--- config.mk ---
export PLATFORM = sky130hd
export DESIGN_NAME = health_aware_round_robin_picker
export DESIGN_NICKNAME = d
export VERILOG_FILES = /design/src/hw/rtl/hrrp_pkg.sv /design/src/hw/rtl/health_aware_round_robin_picker.sv /design/src/hw/rtl/hrrp_ram.sv
export SDC_FILE = /design/constraint.sdc
export NUM_CORES = 1
export LEC_CHECK = 0
export BUFFER_PORTS_ARGS = -buffer_cell sky130_fd_sc_hd__buf_2
export CAP_MARGIN = 15
export CORE_MARGIN = 4
export CORE_UTILIZATION = 37
export DETAILED_ROUTE_END_ITERATION = 10
export PLACE_DENSITY_LB_ADDON = 0.15
export SLEW_MARGIN = 10
export SYNTH_ARGS = -nofsm -noshare
export SYNTH_HDL_FRONTEND = slang
export SYNTH_HIERARCHICAL = 1
export SYNTH_SLANG_ARGS = --single-unit
--- constraint.sdc ---
create_clock -name clk -period 16.5 [get_ports clk]
set_input_delay 0.825 -clock clk [delete_from_list [all_inputs] [get_ports clk]]
set_output_delay 0.825 -clock clk [all_outputs]
set_load 0.03 [all_outputs]
--- src/hw/rtl/hrrp_pkg.sv ---
// shared types and codes for the health aware round robin picker
`timescale 1ns / 1ps

package hrrp_pkg;

    // field widths
    localparam int ADDR_W   = 48;
    localparam int OP_W     = 2;
    localparam int STATUS_W = 3;
    localparam int COUNT_W  = 5;

    // operation codes
    localparam logic [OP_W-1:0] OP_PICK   = 2'd0;
    localparam logic [OP_W-1:0] OP_HEALTH = 2'd1;
    localparam logic [OP_W-1:0] OP_REMOVE = 2'd2;

    // status codes
    localparam logic [STATUS_W-1:0] ST_PICKED  = 3'd0;
    localparam logic [STATUS_W-1:0] ST_NONE    = 3'd1;
    localparam logic [STATUS_W-1:0] ST_ADDED   = 3'd2;
    localparam logic [STATUS_W-1:0] ST_PRESENT = 3'd3;
    localparam logic [STATUS_W-1:0] ST_REMOVED = 3'd4;
    localparam logic [STATUS_W-1:0] ST_ABSENT  = 3'd5;
    localparam logic [STATUS_W-1:0] ST_FULL    = 3'd6;

    // command payload
    typedef struct packed {
        logic [OP_W-1:0]   operation;
        logic [ADDR_W-1:0] backend_addr;
        logic              is_healthy;
    } cmd_t;

    // result payload
    typedef struct packed {
        logic [ADDR_W-1:0]   chosen_addr;
        logic [STATUS_W-1:0] status;
        logic [COUNT_W-1:0]  healthy_count;
    } result_t;

endpackage

--- src/hw/rtl/health_aware_round_robin_picker.sv ---
// round robin picker over a list of healthy backends kept in a ram; a pick reads the entry
// at the pointer and advances it; an empty pick or unused code is answered without a ram
// read; health/remove walk the list, an up report adds at the end on a miss, a delete moves
// later entries down; one command at a time, the next may transfer with the result; the single
// ram read port walking the list sets the time; reset: count and pointer clear asynchronously,
// list contents stay undefined until written; results are strobed, the receiver cannot stall
`timescale 1ns / 1ps

module health_aware_round_robin_picker #(
    parameter int MAX_BACKENDS = 16
) (
    input  logic            clk,
    input  logic            rst_n,
    input  logic            start,
    output logic            busy,
    input  hrrp_pkg::cmd_t  cmd,
    output logic            done,
    output hrrp_pkg::result_t result
);

    localparam int IW  = (MAX_BACKENDS > 1) ? $clog2(MAX_BACKENDS) : 1;
    localparam int CW  = $clog2(MAX_BACKENDS + 1);
    localparam int OCW = hrrp_pkg::COUNT_W;
    localparam int AW  = hrrp_pkg::ADDR_W;

    typedef enum logic [3:0] {
        S_IDLE   = 4'b0001,
        S_PICK   = 4'b0010,
        S_SEARCH = 4'b0100,
        S_SHIFT  = 4'b1000
    } state_t;

    state_t                     state_reg, state_next;
    logic [CW-1:0]              count_reg, count_next;
    logic [IW-1:0]              ptr_reg, ptr_next;
    logic [hrrp_pkg::OP_W-1:0]  op_reg, op_next;
    logic [AW-1:0]              addr_reg, addr_next;
    logic                       up_reg, up_next;
    logic [CW-1:0]              rd_idx_reg, rd_idx_next;
    logic                       cmp_v_reg, cmp_v_next;
    logic [IW-1:0]              cmp_idx_reg, cmp_idx_next;
    logic                       pend_reg, pend_next;
    logic [IW-1:0]              wr_idx_reg, wr_idx_next;
    logic                       done_reg, done_next;
    hrrp_pkg::result_t          result_reg, result_next;

    logic          ram_we;
    logic [IW-1:0] ram_waddr;
    logic [AW-1:0] ram_wdata;
    logic          ram_re;
    logic [IW-1:0] ram_raddr;
    logic [AW-1:0] ram_rdata;

    logic          del_mode;
    logic          match;
    logic [CW-1:0] ptr_plus;
    logic [CW-1:0] count_dec;

    // list storage
    hrrp_ram #(
        .WIDTH (AW),
        .DEPTH (MAX_BACKENDS)
    ) u_list (
        .clk   (clk),
        .we    (ram_we),
        .waddr (ram_waddr),
        .wdata (ram_wdata),
        .re    (ram_re),
        .raddr (ram_raddr),
        .rdata (ram_rdata)
    );

    // helpers
    assign del_mode  = (op_reg == hrrp_pkg::OP_REMOVE) || !up_reg;
    assign match     = cmp_v_reg && (ram_rdata == addr_reg);
    assign ptr_plus  = CW'(ptr_reg) + CW'(1);
    assign count_dec = count_reg - CW'(1);

    // sequencer
    always_comb
    begin
        state_next   = state_reg;
        count_next   = count_reg;
        ptr_next     = ptr_reg;
        op_next      = op_reg;
        addr_next    = addr_reg;
        up_next      = up_reg;
        rd_idx_next  = rd_idx_reg;
        cmp_v_next   = 1'b0;
        cmp_idx_next = cmp_idx_reg;
        pend_next    = 1'b0;
        wr_idx_next  = wr_idx_reg;
        done_next    = 1'b0;
        result_next  = result_reg;
        ram_we       = 1'b0;
        ram_waddr    = wr_idx_reg;
        ram_wdata    = ram_rdata;
        ram_re       = 1'b0;
        ram_raddr    = rd_idx_reg[IW-1:0];

        case (state_reg)
            S_IDLE:
            begin
                if (start)
                begin
                    op_next   = cmd.operation;
                    addr_next = cmd.backend_addr;
                    up_next   = cmd.is_healthy;
                    case (cmd.operation)
                        hrrp_pkg::OP_PICK:
                        begin
                            if (count_reg == '0)
                            begin
                                done_next               = 1'b1;
                                result_next.chosen_addr = '0;
                                result_next.status      = hrrp_pkg::ST_NONE;
                                result_next.healthy_count = OCW'(count_reg);
                            end
                            else
                            begin
                                ram_re     = 1'b1;
                                ram_raddr  = ptr_reg;
                                state_next = S_PICK;
                            end
                        end
                        hrrp_pkg::OP_HEALTH, hrrp_pkg::OP_REMOVE:
                        begin
                            rd_idx_next = '0;
                            state_next  = S_SEARCH;
                        end
                        default:
                        begin
                            done_next               = 1'b1;
                            result_next.chosen_addr = '0;
                            result_next.status      = hrrp_pkg::ST_ABSENT;
                            result_next.healthy_count = OCW'(count_reg);
                        end
                    endcase
                end
            end

            // read data for the pick is back
            S_PICK:
            begin
                done_next               = 1'b1;
                result_next.chosen_addr = ram_rdata;
                result_next.status      = hrrp_pkg::ST_PICKED;
                result_next.healthy_count = OCW'(count_reg);
                ptr_next   = (ptr_plus >= count_reg) ? '0 : ptr_plus[IW-1:0];
                state_next = S_IDLE;
            end

            // pipelined walk: compare last read while issuing the next one
            S_SEARCH:
            begin
                if (match)
                begin
                    if (del_mode)
                    begin
                        rd_idx_next = CW'(cmp_idx_reg) + CW'(1);
                        state_next  = S_SHIFT;
                    end
                    else
                    begin
                        done_next               = 1'b1;
                        result_next.chosen_addr = '0;
                        result_next.status      = hrrp_pkg::ST_PRESENT;
                        result_next.healthy_count = OCW'(count_reg);
                        state_next              = S_IDLE;
                    end
                end
                else if (rd_idx_reg < count_reg)
                begin
                    ram_re       = 1'b1;
                    cmp_v_next   = 1'b1;
                    cmp_idx_next = rd_idx_reg[IW-1:0];
                    rd_idx_next  = rd_idx_reg + CW'(1);
                end
                else
                begin
                    done_next               = 1'b1;
                    result_next.chosen_addr = '0;
                    result_next.healthy_count = OCW'(count_reg);
                    state_next              = S_IDLE;
                    if (del_mode)
                    begin
                        result_next.status = hrrp_pkg::ST_ABSENT;
                    end
                    else if (count_reg >= CW'(MAX_BACKENDS))
                    begin
                        result_next.status = hrrp_pkg::ST_FULL;
                    end
                    else
                    begin
                        ram_we     = 1'b1;
                        ram_waddr  = count_reg[IW-1:0];
                        ram_wdata  = addr_reg;
                        count_next = count_reg + CW'(1);
                        result_next.status = hrrp_pkg::ST_ADDED;
                        result_next.healthy_count = OCW'(count_next);
                    end
                end
            end

            // move later entries down one place
            S_SHIFT:
            begin
                if (pend_reg)
                begin
                    ram_we = 1'b1;
                end
                if (rd_idx_reg < count_reg)
                begin
                    ram_re      = 1'b1;
                    pend_next   = 1'b1;
                    wr_idx_next = rd_idx_reg[IW-1:0] - IW'(1);
                    rd_idx_next = rd_idx_reg + CW'(1);
                end
                else if (!pend_reg)
                begin
                    count_next = count_dec;
                    if (CW'(ptr_reg) >= count_dec)
                    begin
                        ptr_next = '0;
                    end
                    done_next               = 1'b1;
                    result_next.chosen_addr = '0;
                    result_next.status      = hrrp_pkg::ST_REMOVED;
                    result_next.healthy_count = OCW'(count_dec);
                    state_next              = S_IDLE;
                end
            end

            default:
            begin
                state_next = S_IDLE;
            end
        endcase
    end

    // control registers
    always_ff @(posedge clk or negedge rst_n)
    begin
        if (!rst_n)
        begin
            state_reg <= S_IDLE;
            count_reg <= '0;
            ptr_reg   <= '0;
            cmp_v_reg <= 1'b0;
            pend_reg  <= 1'b0;
            done_reg  <= 1'b0;
        end
        else
        begin
            state_reg <= state_next;
            count_reg <= count_next;
            ptr_reg   <= ptr_next;
            cmp_v_reg <= cmp_v_next;
            pend_reg  <= pend_next;
            done_reg  <= done_next;
        end
    end

    // payload registers
    always_ff @(posedge clk)
    begin
        op_reg      <= op_next;
        addr_reg    <= addr_next;
        up_reg      <= up_next;
        rd_idx_reg  <= rd_idx_next;
        cmp_idx_reg <= cmp_idx_next;
        wr_idx_reg  <= wr_idx_next;
        result_reg  <= result_next;
    end

    // outputs
    assign busy   = (state_reg != S_IDLE);
    assign done   = done_reg;
    assign result = result_reg;

    // checks
    a_ptr_in_range: assert property (@(posedge clk) disable iff (!rst_n)
        (state_reg == S_IDLE) && (count_reg != '0) |-> (CW'(ptr_reg) < count_reg))
        else $error("round robin pointer at or past entry count");

    a_count_bound: assert property (@(posedge clk) disable iff (!rst_n)
        count_reg <= CW'(MAX_BACKENDS))
        else $error("entry count above capacity");

    a_done_idle: assert property (@(posedge clk) disable iff (!rst_n)
        done_reg |-> (state_reg == S_IDLE))
        else $error("result strobe while a command is still in flight");

    a_no_idle_write: assert property (@(posedge clk) disable iff (!rst_n)
        (state_reg == S_IDLE) || (state_reg == S_PICK) |-> !ram_we)
        else $error("list write outside search or compaction");

    a_shift_addr: assert property (@(posedge clk) disable iff (!rst_n)
        ram_we && (state_reg == S_SHIFT) |-> (CW'(wr_idx_reg) < count_dec))
        else $error("compaction write beyond the shrunken list");

endmodule

--- src/hw/rtl/hrrp_ram.sv ---
// generic single write port ram with one registered read port
`timescale 1ns / 1ps

module hrrp_ram #(
    parameter int WIDTH = 48,
    parameter int DEPTH = 16
) (
    input  logic                     clk,
    input  logic                     we,
    input  logic [$clog2(DEPTH)-1:0] waddr,
    input  logic [WIDTH-1:0]         wdata,
    input  logic                     re,
    input  logic [$clog2(DEPTH)-1:0] raddr,
    output logic [WIDTH-1:0]         rdata
);

    logic [WIDTH-1:0] mem_reg [DEPTH];

    // write port
    always_ff @(posedge clk)
    begin
        if (we)
        begin
            mem_reg[waddr] <= wdata;
        end
    end

    // registered read port
    always_ff @(posedge clk)
    begin
        if (re)
        begin
            rdata <= mem_reg[raddr];
        end
    end

endmodule

Word-level counts from Yosys, hierarchy flattened
Memory sizes are Yosys's and may differ from the RTL's. A register that Yosys moved wholly into a read port is not among the register bits.
Index checks and enable logic that the tools add are counted.

operators by class
  add/sub/neg operators = 6
  shift-type cells = 0
  divide/modulo/power cells = 0
  bitwise gates (word level) = 1
  multipliers = 0
  reduce and logical (&&, ||, !) cells = 18
  mux-type cells = 77
  magnitude comparators = 4
  equality and inequality tests = 23

operators with widths
  cell                 count
  $mux 56              7
  $mux 48              5
  $pmux 56 s4          1
  $pmux 56 s2          1
  $mux 4               20
  $mux 5               11
  $eq 48x48->1         1
  $mux 1               21
  $pmux 4 s2           2
  $ne 3x3->1 const B   5
  $pmux 5 s3           1
  $ne 2x2->1 const B   7
  $pmux 4 s3           1
  $add 4x1->5 const B  2
  $add 5x1->5 const B  2
  $pmux 5 s2           1
  $reduce_and 4->1     2
  $reduce_and 8->1     1
  $mux 3               2
  $reduce_and 6->1     1
  $ge 4x5->1           1
  $ge 5x5->1           1
  $ge 5x5->1 const B   1
  $logic_not 5->1      1
  other kinds (27)     31

storage, ports and cells
  logic and storage cells = 145
  latch bits = 0
  memory bits (writable) = 768
  output and inout port bits = 58
  flip-flop bits (word level) = 136
  memories = 1
  bits in read-only memories = 0

memory list
  memory          depth  width  rd ports  clocked after Yosys merged registers in  wr ports  RTL line        source
  u_list.mem_reg  16     48     1         1                                        1         hrrp_ram.sv:17  logic [WIDTH-1:0] mem_reg [DEPTH];

Depth between registers and ports, before layout
Gate-level depths: netlist of the first run.

  depth in word-level cells = 8
  mapped depth = 14
  mapped depth without buffers = 10

Modules after synthesis
The synthesis of the first run kept the hierarchy.

by module, submodules not included
  module                           times used  cells an instance  area each (um^2)  sequential area each (um^2)
  hrrp_ram                         1           1242               30171.4           24503.5
  health_aware_round_robin_picker  1           538                6887.9            4005.1

Least setup slack after synthesis of the first run
Ideal clock, no wire load.

  kind = flip-flop to flip-flop
  from = reg addr_reg[6]
  to = mem u_list.mem_reg[0][0], enable pin
  stages on the path, launching flop included = 13
  data arrival time = 6526 ps
  data required time = 15987 ps
  setup slack = 9461 ps
  cells stage by stage = edfxtp_1 > xor2_1 > nor4_1 > nand4_1 > or4_1 > or4_1 > clkbuf_1 > and4_1 > buf_6 > buf_4 > mux2_1 > or3b_2 > nor3_1

on the way
  elaborated cells between the ends (all ways) = 8
  those cells by class = eq/ne: 1; mux: 6; reduce/logical: 1

RTL lines
  what                      RTL line                                source
  start: declaration        health_aware_round_robin_picker.sv:37   logic [AW-1:0] addr_reg, addr_next;
  start signal: assignment  health_aware_round_robin_picker.sv:268  addr_reg <= addr_next;
  $eq 48x48->1              health_aware_round_robin_picker.sv:75   assign match = cmp_v_reg && (ram_rdata == addr_reg);
  $logic_and 1x1->1         health_aware_round_robin_picker.sv:75
  $mux 4                    health_aware_round_robin_picker.sv:156  if (match)
  $mux 4                    health_aware_round_robin_picker.sv:101  case (state_reg)
  net ram_waddr[2]          health_aware_round_robin_picker.sv:48   logic [IW-1:0] ram_waddr;
  end: declaration          hrrp_ram.sv:17

The timed path passes the listed nets, and every way through them passes these cells.

Worst setup path after layout of the first run
  from = reg addr_reg[28]
  to = mem u_list.mem_reg[6][22], enable pin

The elaborated chain is that of the path after synthesis.

==> flow_summary.ini, run 1 <==
[sta]
tns_ns = 0
hold_ws_ns = 0.0955
slew_headroom = 0.241
worstMarginPinSlew_ns = 1.14
rsz0062_at_grt = false
fmax_mhz = 144
fin_skew_ns = 0.0347
timing_hold_violations_final = 0
setup_viol = 0
slew_violations = 0
period_share = 0.422
fin_crit_ns = 6.96
fin_ws_ns = 9.54

[clock_network]
numClockSinks = 952
cts_inserted_buffers = 101
cts_resized = 0
clkTransAtPathRegs_ns = 0.06
cts_max_level = 3
cts_tree = done
clk_latency_ns = 0.67
root_buffer = clkbuf_16
ctsHoldBuffers = 0
cts_buffer_depth = 3
cts_setup_buffers = 0

[worst_setup_path]
end_kind = register
cp_max_fo = 47
critPathKind = reg -> reg
critPathMostFrequentCell = buf_4
max_stage_delay_ns = 0.93
crit_slowest_cell = or4_1
required_ns = 16.77
cp.arrival_ns = 7.23
critPathLaunchType = register
path_cells = xnor2_1 -> nand4_1 -> nor4_1 -> nand3_1 -> or4_1 -> and4_4 -> buf_4 -> mux2_1 -> nand2b_1 -> nor2_4 -> buf_4

[pwr]
power_density_nw_per_um2 = 129
max-vdd-ir-drop_mv = 0.0703
leakage_uw = 0.0137

[layout]
syn2layout_area_growth_pct = 14.9
largest_reg_flops = 768
nNetsFinal = 2027
drive_above_1_share = 0.261
layout_commonest_cell = edfxtp_1
layout.cells.most_common_list = edfxtp_1 (936), mux4_2 (192), buf_2 (111)

[die]
io_pins = 112
dieWidth_um = 324
start_util = 0.375
core_um2 = 98900
die_h_um = 324
rows = 115
die_area_um2 = 105000

[route]
via_per_inst = 5.43
drc_errors = 0
drtAntennaViolNets = 0
drt_iter0_drc = 1543
drt_pass1_iterations = 5
drt-wirelength-per-cell_um = 28.9
wirelength_um = 95800
vias = 18031

[logic_synthesis]
synth_edf_count = 936
synth.top_cell.area_share = 0.758
ys_dominant_reg_cell = edfxtp_1
synth_area_leaders = edfxtp_1 (76%), mux4_2 (12%), a22oi_1 (2.0%), mux2_1 (1.2%), xnor2_1 (1.1%)
syn_avg_cell_area_um2 = 20.8
synth_area_leader_cell = edfxtp_1
synth_nets = 1856
synthArstFlopShare = 0.0168
syn_inst = 1780
ys_seq_elements = 952
yosysSeqAreaShare = 0.769
netlist_area_um2 = 37100
ys_warn_count = 6
synth_cell_types = 53

[global_routing]
overflow = 0
grt_pass1_wl_um = 137000
grt_max_degree = 109
antenna_found_initial = 1
grtUsageTotal = 0.180
grt_pass1_vias = 18826

[job]
drv_cap = 0

[placement]
dp_hpwl_um = 52000
port_buffers = 111
finalWeightedCongestion = 0.801
place_ws_ns = 9.62

[outcome]
status = completed

[min_path]
min_path_type = in -> async
## metal layers
layer	track usage	share of wire
met1	0.247	0.43
met2	0.292	0.48
met3	0.0370	0.065
met4	0.0516	0.024
met5	0	0
## where the power goes
group / switching (uW) / leakage (uW) / total [uW] / internal [uW]
Sequential: 28.7 / 0.00870 / 2730 / 2710
Clock: 915 / 0.00159 / 2220 / 1300
Combinational: 329 / 0.00336 / 542 / 214
## critical path, delay by kind of cell (launching register included)
kind          cells  cell delay, ns
mux               1            0.58
xor+xnor          1            0.66
buf+inv           2            1.08
simple gates      7            3.74
flops             1            0.41
## final timing paths
check                      slack (ns)               endpoint  cells after the start    startpoint
hold / removal                    0.1             ptr_reg[0]                      1         rst_n
setup reg to reg                 9.54  u_list/mem_reg[6][22]                     11  addr_reg[28]
max in group asynchronous       16.07           state_reg[0]                      1         rst_n
setup / recovery                 9.54  u_list/mem_reg[6][22]                     11  addr_reg[28]
min in group clk                 0.35            addr_reg[0]                      1        cmd[1]
hold reg to reg                  0.59             ptr_reg[0]                      1    ptr_reg[0]
## logic make-up (layout without fill, tap and decap cells)
group           count (synthesis)  after routing  synth area share
simple gates                  228            228            0.0318
mux                           243            243             0.132
fa+ha+maj                      22             22           0.00743
compound gates                169            169            0.0320
flops                         952            952             0.769
buf+inv                       109            359            0.0138
xor+xnor                       57             57            0.0135
other cells                     0              3                 0
## final cells by class
cell class	count	area (um2)
antenna	3	7.51
clock buffer	117	2650
clock inverter	65	594
fill	8481	56300
inverter	26	97.6
multi-input combinational	719	8230
sequential	952	28500
tap	1287	1610
timing repair buffer	151	868
## cells in the mapped netlist, drive strengths merged (7+ instances only)
library cell	n
nand3	7
nand4	12
ha	22
nand2b	16
buf	44
and2	51
dfrtp	15
xnor2	45
a22oi	97
xor2	12
o21ai	27
nand2	80
edfxtp	936
inv	26
a21oi	14
nor2b	8
clkbuf	39
nor2	24
mux4	192
nor3	9
mux2	51
## per-stage QoR
stage	cells	total power, uW	utilization	instance area [um2]
finish	3320	5490	0.431	42600
global route	3317	5710	0.431	42600
CTS	3317	5560	0.431	42600
detailed placement	3135	3340	0.398	39300
global placement	3135	3340	0.398	39300
floorplan	1780	3160	-	37100
Power figures use the tool's default switching activity.
==> inputs of run 2 (changes only) <==
==> constraint.sdc (replaced) <==
create_clock -name clk -period 6.7 [get_ports clk]
set_input_delay 0.335 -clock clk [delete_from_list [all_inputs] [get_ports clk]]
set_output_delay 0.335 -clock clk [all_outputs]
set_load 0.03 [all_outputs]
==> run 2 against run 1 <==
Design area rose by 1.9%. Global-route usage barely moved. Clock power rose by 150%. Clock skew fell by 0.0039 ns.
==> flow_summary.ini, run 2 (synthesis gave the netlist of run 1 again) <==
[layout]
final.fill_count = 8426
layout.cells.most_common_list = edfxtp_1 (936), mux4_2 (192), buf_2 (111)
n_antenna_cell = 0
drive_above_1_share = 0.260
syn2layout_area_growth_pct = 17.1
utilization = 0.439
largest_reg_flops = 768
seq_area_um2 = 28500
nNetsFinal = 2087
layout_commonest_cell = edfxtp_1
multi_input_area_um2 = 8250

[pwr]
p_sw_frac = 0.233
power.switching_uw = 3180
power_density_nw_per_um2 = 315
max-vdd-ir-drop_mv = 0.178
seqPwrFrac = 0.493
pwr-share-clk = 0.404
leakage_uw = 0.0140
finalPower_uw = 13700
internal_power_uw = 10500
combPwrFrac = 0.103

[worst_setup_path]
critPathMostFrequentCell = or4_1
cp_max_fo = 20
r2r-start = addr_reg[40]
crit_slowest_cell = nor2_4
critPathLaunchType = register
cp.arrival_ns = 5.74
required_ns = 7.04
critPathKind = reg -> reg
end_kind = register
r2r_slack_ns = 1.30
max_stage_delay_ns = 0.85
reg2regPathDepth = 9
r2r-end = u_list/mem_reg[11][31]
path_cells = xnor2_1 -> nand4_1 -> or4_1 -> or4_1 -> and4_4 -> mux2_1 -> nand3b_1 -> nor2_4 -> buf_12

[sta]
tns_ns = 0
setup_viol = 0
timing_hold_violations_final = 0
fin_crit_ns = 5.40
slew_violations = 0
rsz0062_at_grt = false
worstMarginPinSlew_ns = 1.06
fin_skew_ns = 0.0308
period_share = 0.806
fmax_mhz = 185
slew_headroom = 0.288

[die]
start_util = 0.375
die_area_um2 = 105000
core_um2 = 98900
dieWidth_um = 324
rows = 115
die_h_um = 324
io_pins = 112

[clock_network]
clk_latency_ns = 0.67
root_buffer = clkbuf_16
cts_buffer_depth = 3
cts_inserted_buffers = 99
cts_resized = 0
cts_tree = done
clkTransAtPathRegs_ns = 0.06
cts_max_level = 3
numClockSinks = 952

[placement]
port_buffers = 111
dp_hpwl_um = 55000
finalWeightedCongestion = 0.799

[route]
drt-wirelength-per-cell_um = 28.1
vias = 18249
via_per_inst = 5.40
drtAntennaViolNets = 0
drt_iter0_drc = 1872
drc_errors = 0
drt_pass1_iterations = 5
wirelength_um = 95000

[global_routing]
grt_max_degree = 87
grtUsageTotal = 0.180
overflow = 0
grt_pass1_vias = 19155
grt_pass1_wl_um = 138000
antenna_found_initial = 8

[min_path]
holdPathStages = 2
hold_end = op_reg[0]
hp-start = start
min_path_type = in -> reg

[job]
drv_cap = 0

[outcome]
status = completed
[run 2: cell count changes in the layout (fill, tap and decap cells not counted), sizes merged]
| cell | before | now |
|---|---|---|
| diode | 3 | 0 |
| dlygate4sd3 | 0 | 52 |
| inv | 27 | 32 |
| clkinvlp | 4 | 6 |
| bufinv | 10 | 13 |
| clkbuf | 117 | 116 |
| buf | 151 | 161 |
| clkinv | 50 | 44 |
[run 2: per-stage QoR]
stage	hold slack, ns	setup WS, ns	area, um2	cells
detailed placement	0.306	1.18	39600	3143
global route	0.0592	1.13	43400	3382
floorplan	0.0394	0.0340	37100	1780
finish	0.0675	1.30	43400	3382
global placement	0.303	1.24	39600	3143
CTS	0.0157	1.15	43400	3380
[run 2: routing by layer]
metal  share of wire  vias up  routed length (um)  GRT usage
met5               0        -                   0          0
met2            0.50      492               47200      0.300
met4           0.016        0                1510     0.0374
met1            0.44     9863               41800      0.252
met3           0.047       90                4480     0.0271
li1                -     7804                   -          -
[run 2: power by group through the flow]
stage / Sequential, uW / Combinational (uW) / Clock [uW]
floorplan: 6890 / 883 / 0
global placement: 6850 / 1400 / 0
detailed placement: 6860 / 1410 / 0
CTS: 6730 / 1440 / 5660
global route: 6740 / 1520 / 5930
finish: 6730 / 1410 / 5520
[run 2: timing repair]
| action | in CTS | in global routing |
|---|---|---|
| setup endpoints to repair | 0 | 0 |
| endpoints found under the hold margin | 67 | 0 |
| setup buffers | 0 | 0 |
| hold buffers | 52 | 0 |
[run 2: how the worst max path moves through the flow]
stage,start,endpoint,slack [ns],depth (start not counted)
floorplan,addr_reg[6],u_list/mem_reg[12][0],0.03,11
global placement,addr_reg[40],u_list/mem_reg[11][41],1.24,9
detailed placement,addr_reg[40],u_list/mem_reg[11][43],1.18,9
CTS,addr_reg[40],u_list/mem_reg[11][31],1.15,9
global route,addr_reg[40],u_list/mem_reg[11][31],1.13,9
finish,addr_reg[40],u_list/mem_reg[11][31],1.30,9
[run 2: worst max-delay path, delay by kind of cell (launching register included)]
family                    cells  cell delay, ns
muxes                         1            0.38
DFF                           1            0.42
buffers and inverters         1            0.27
xor gates and xnor gates      1            0.66
and+or+nand+nor               6            3.32
[run 2: cell type report]
class                      instances  area share
clock buffer                     116      0.0590
tap                             1287      0.0371
clock inverter                    69      0.0162
inverter                          26     0.00225
multi-input combinational        719       0.190
timing repair buffer             213      0.0385
sequential                       952       0.657
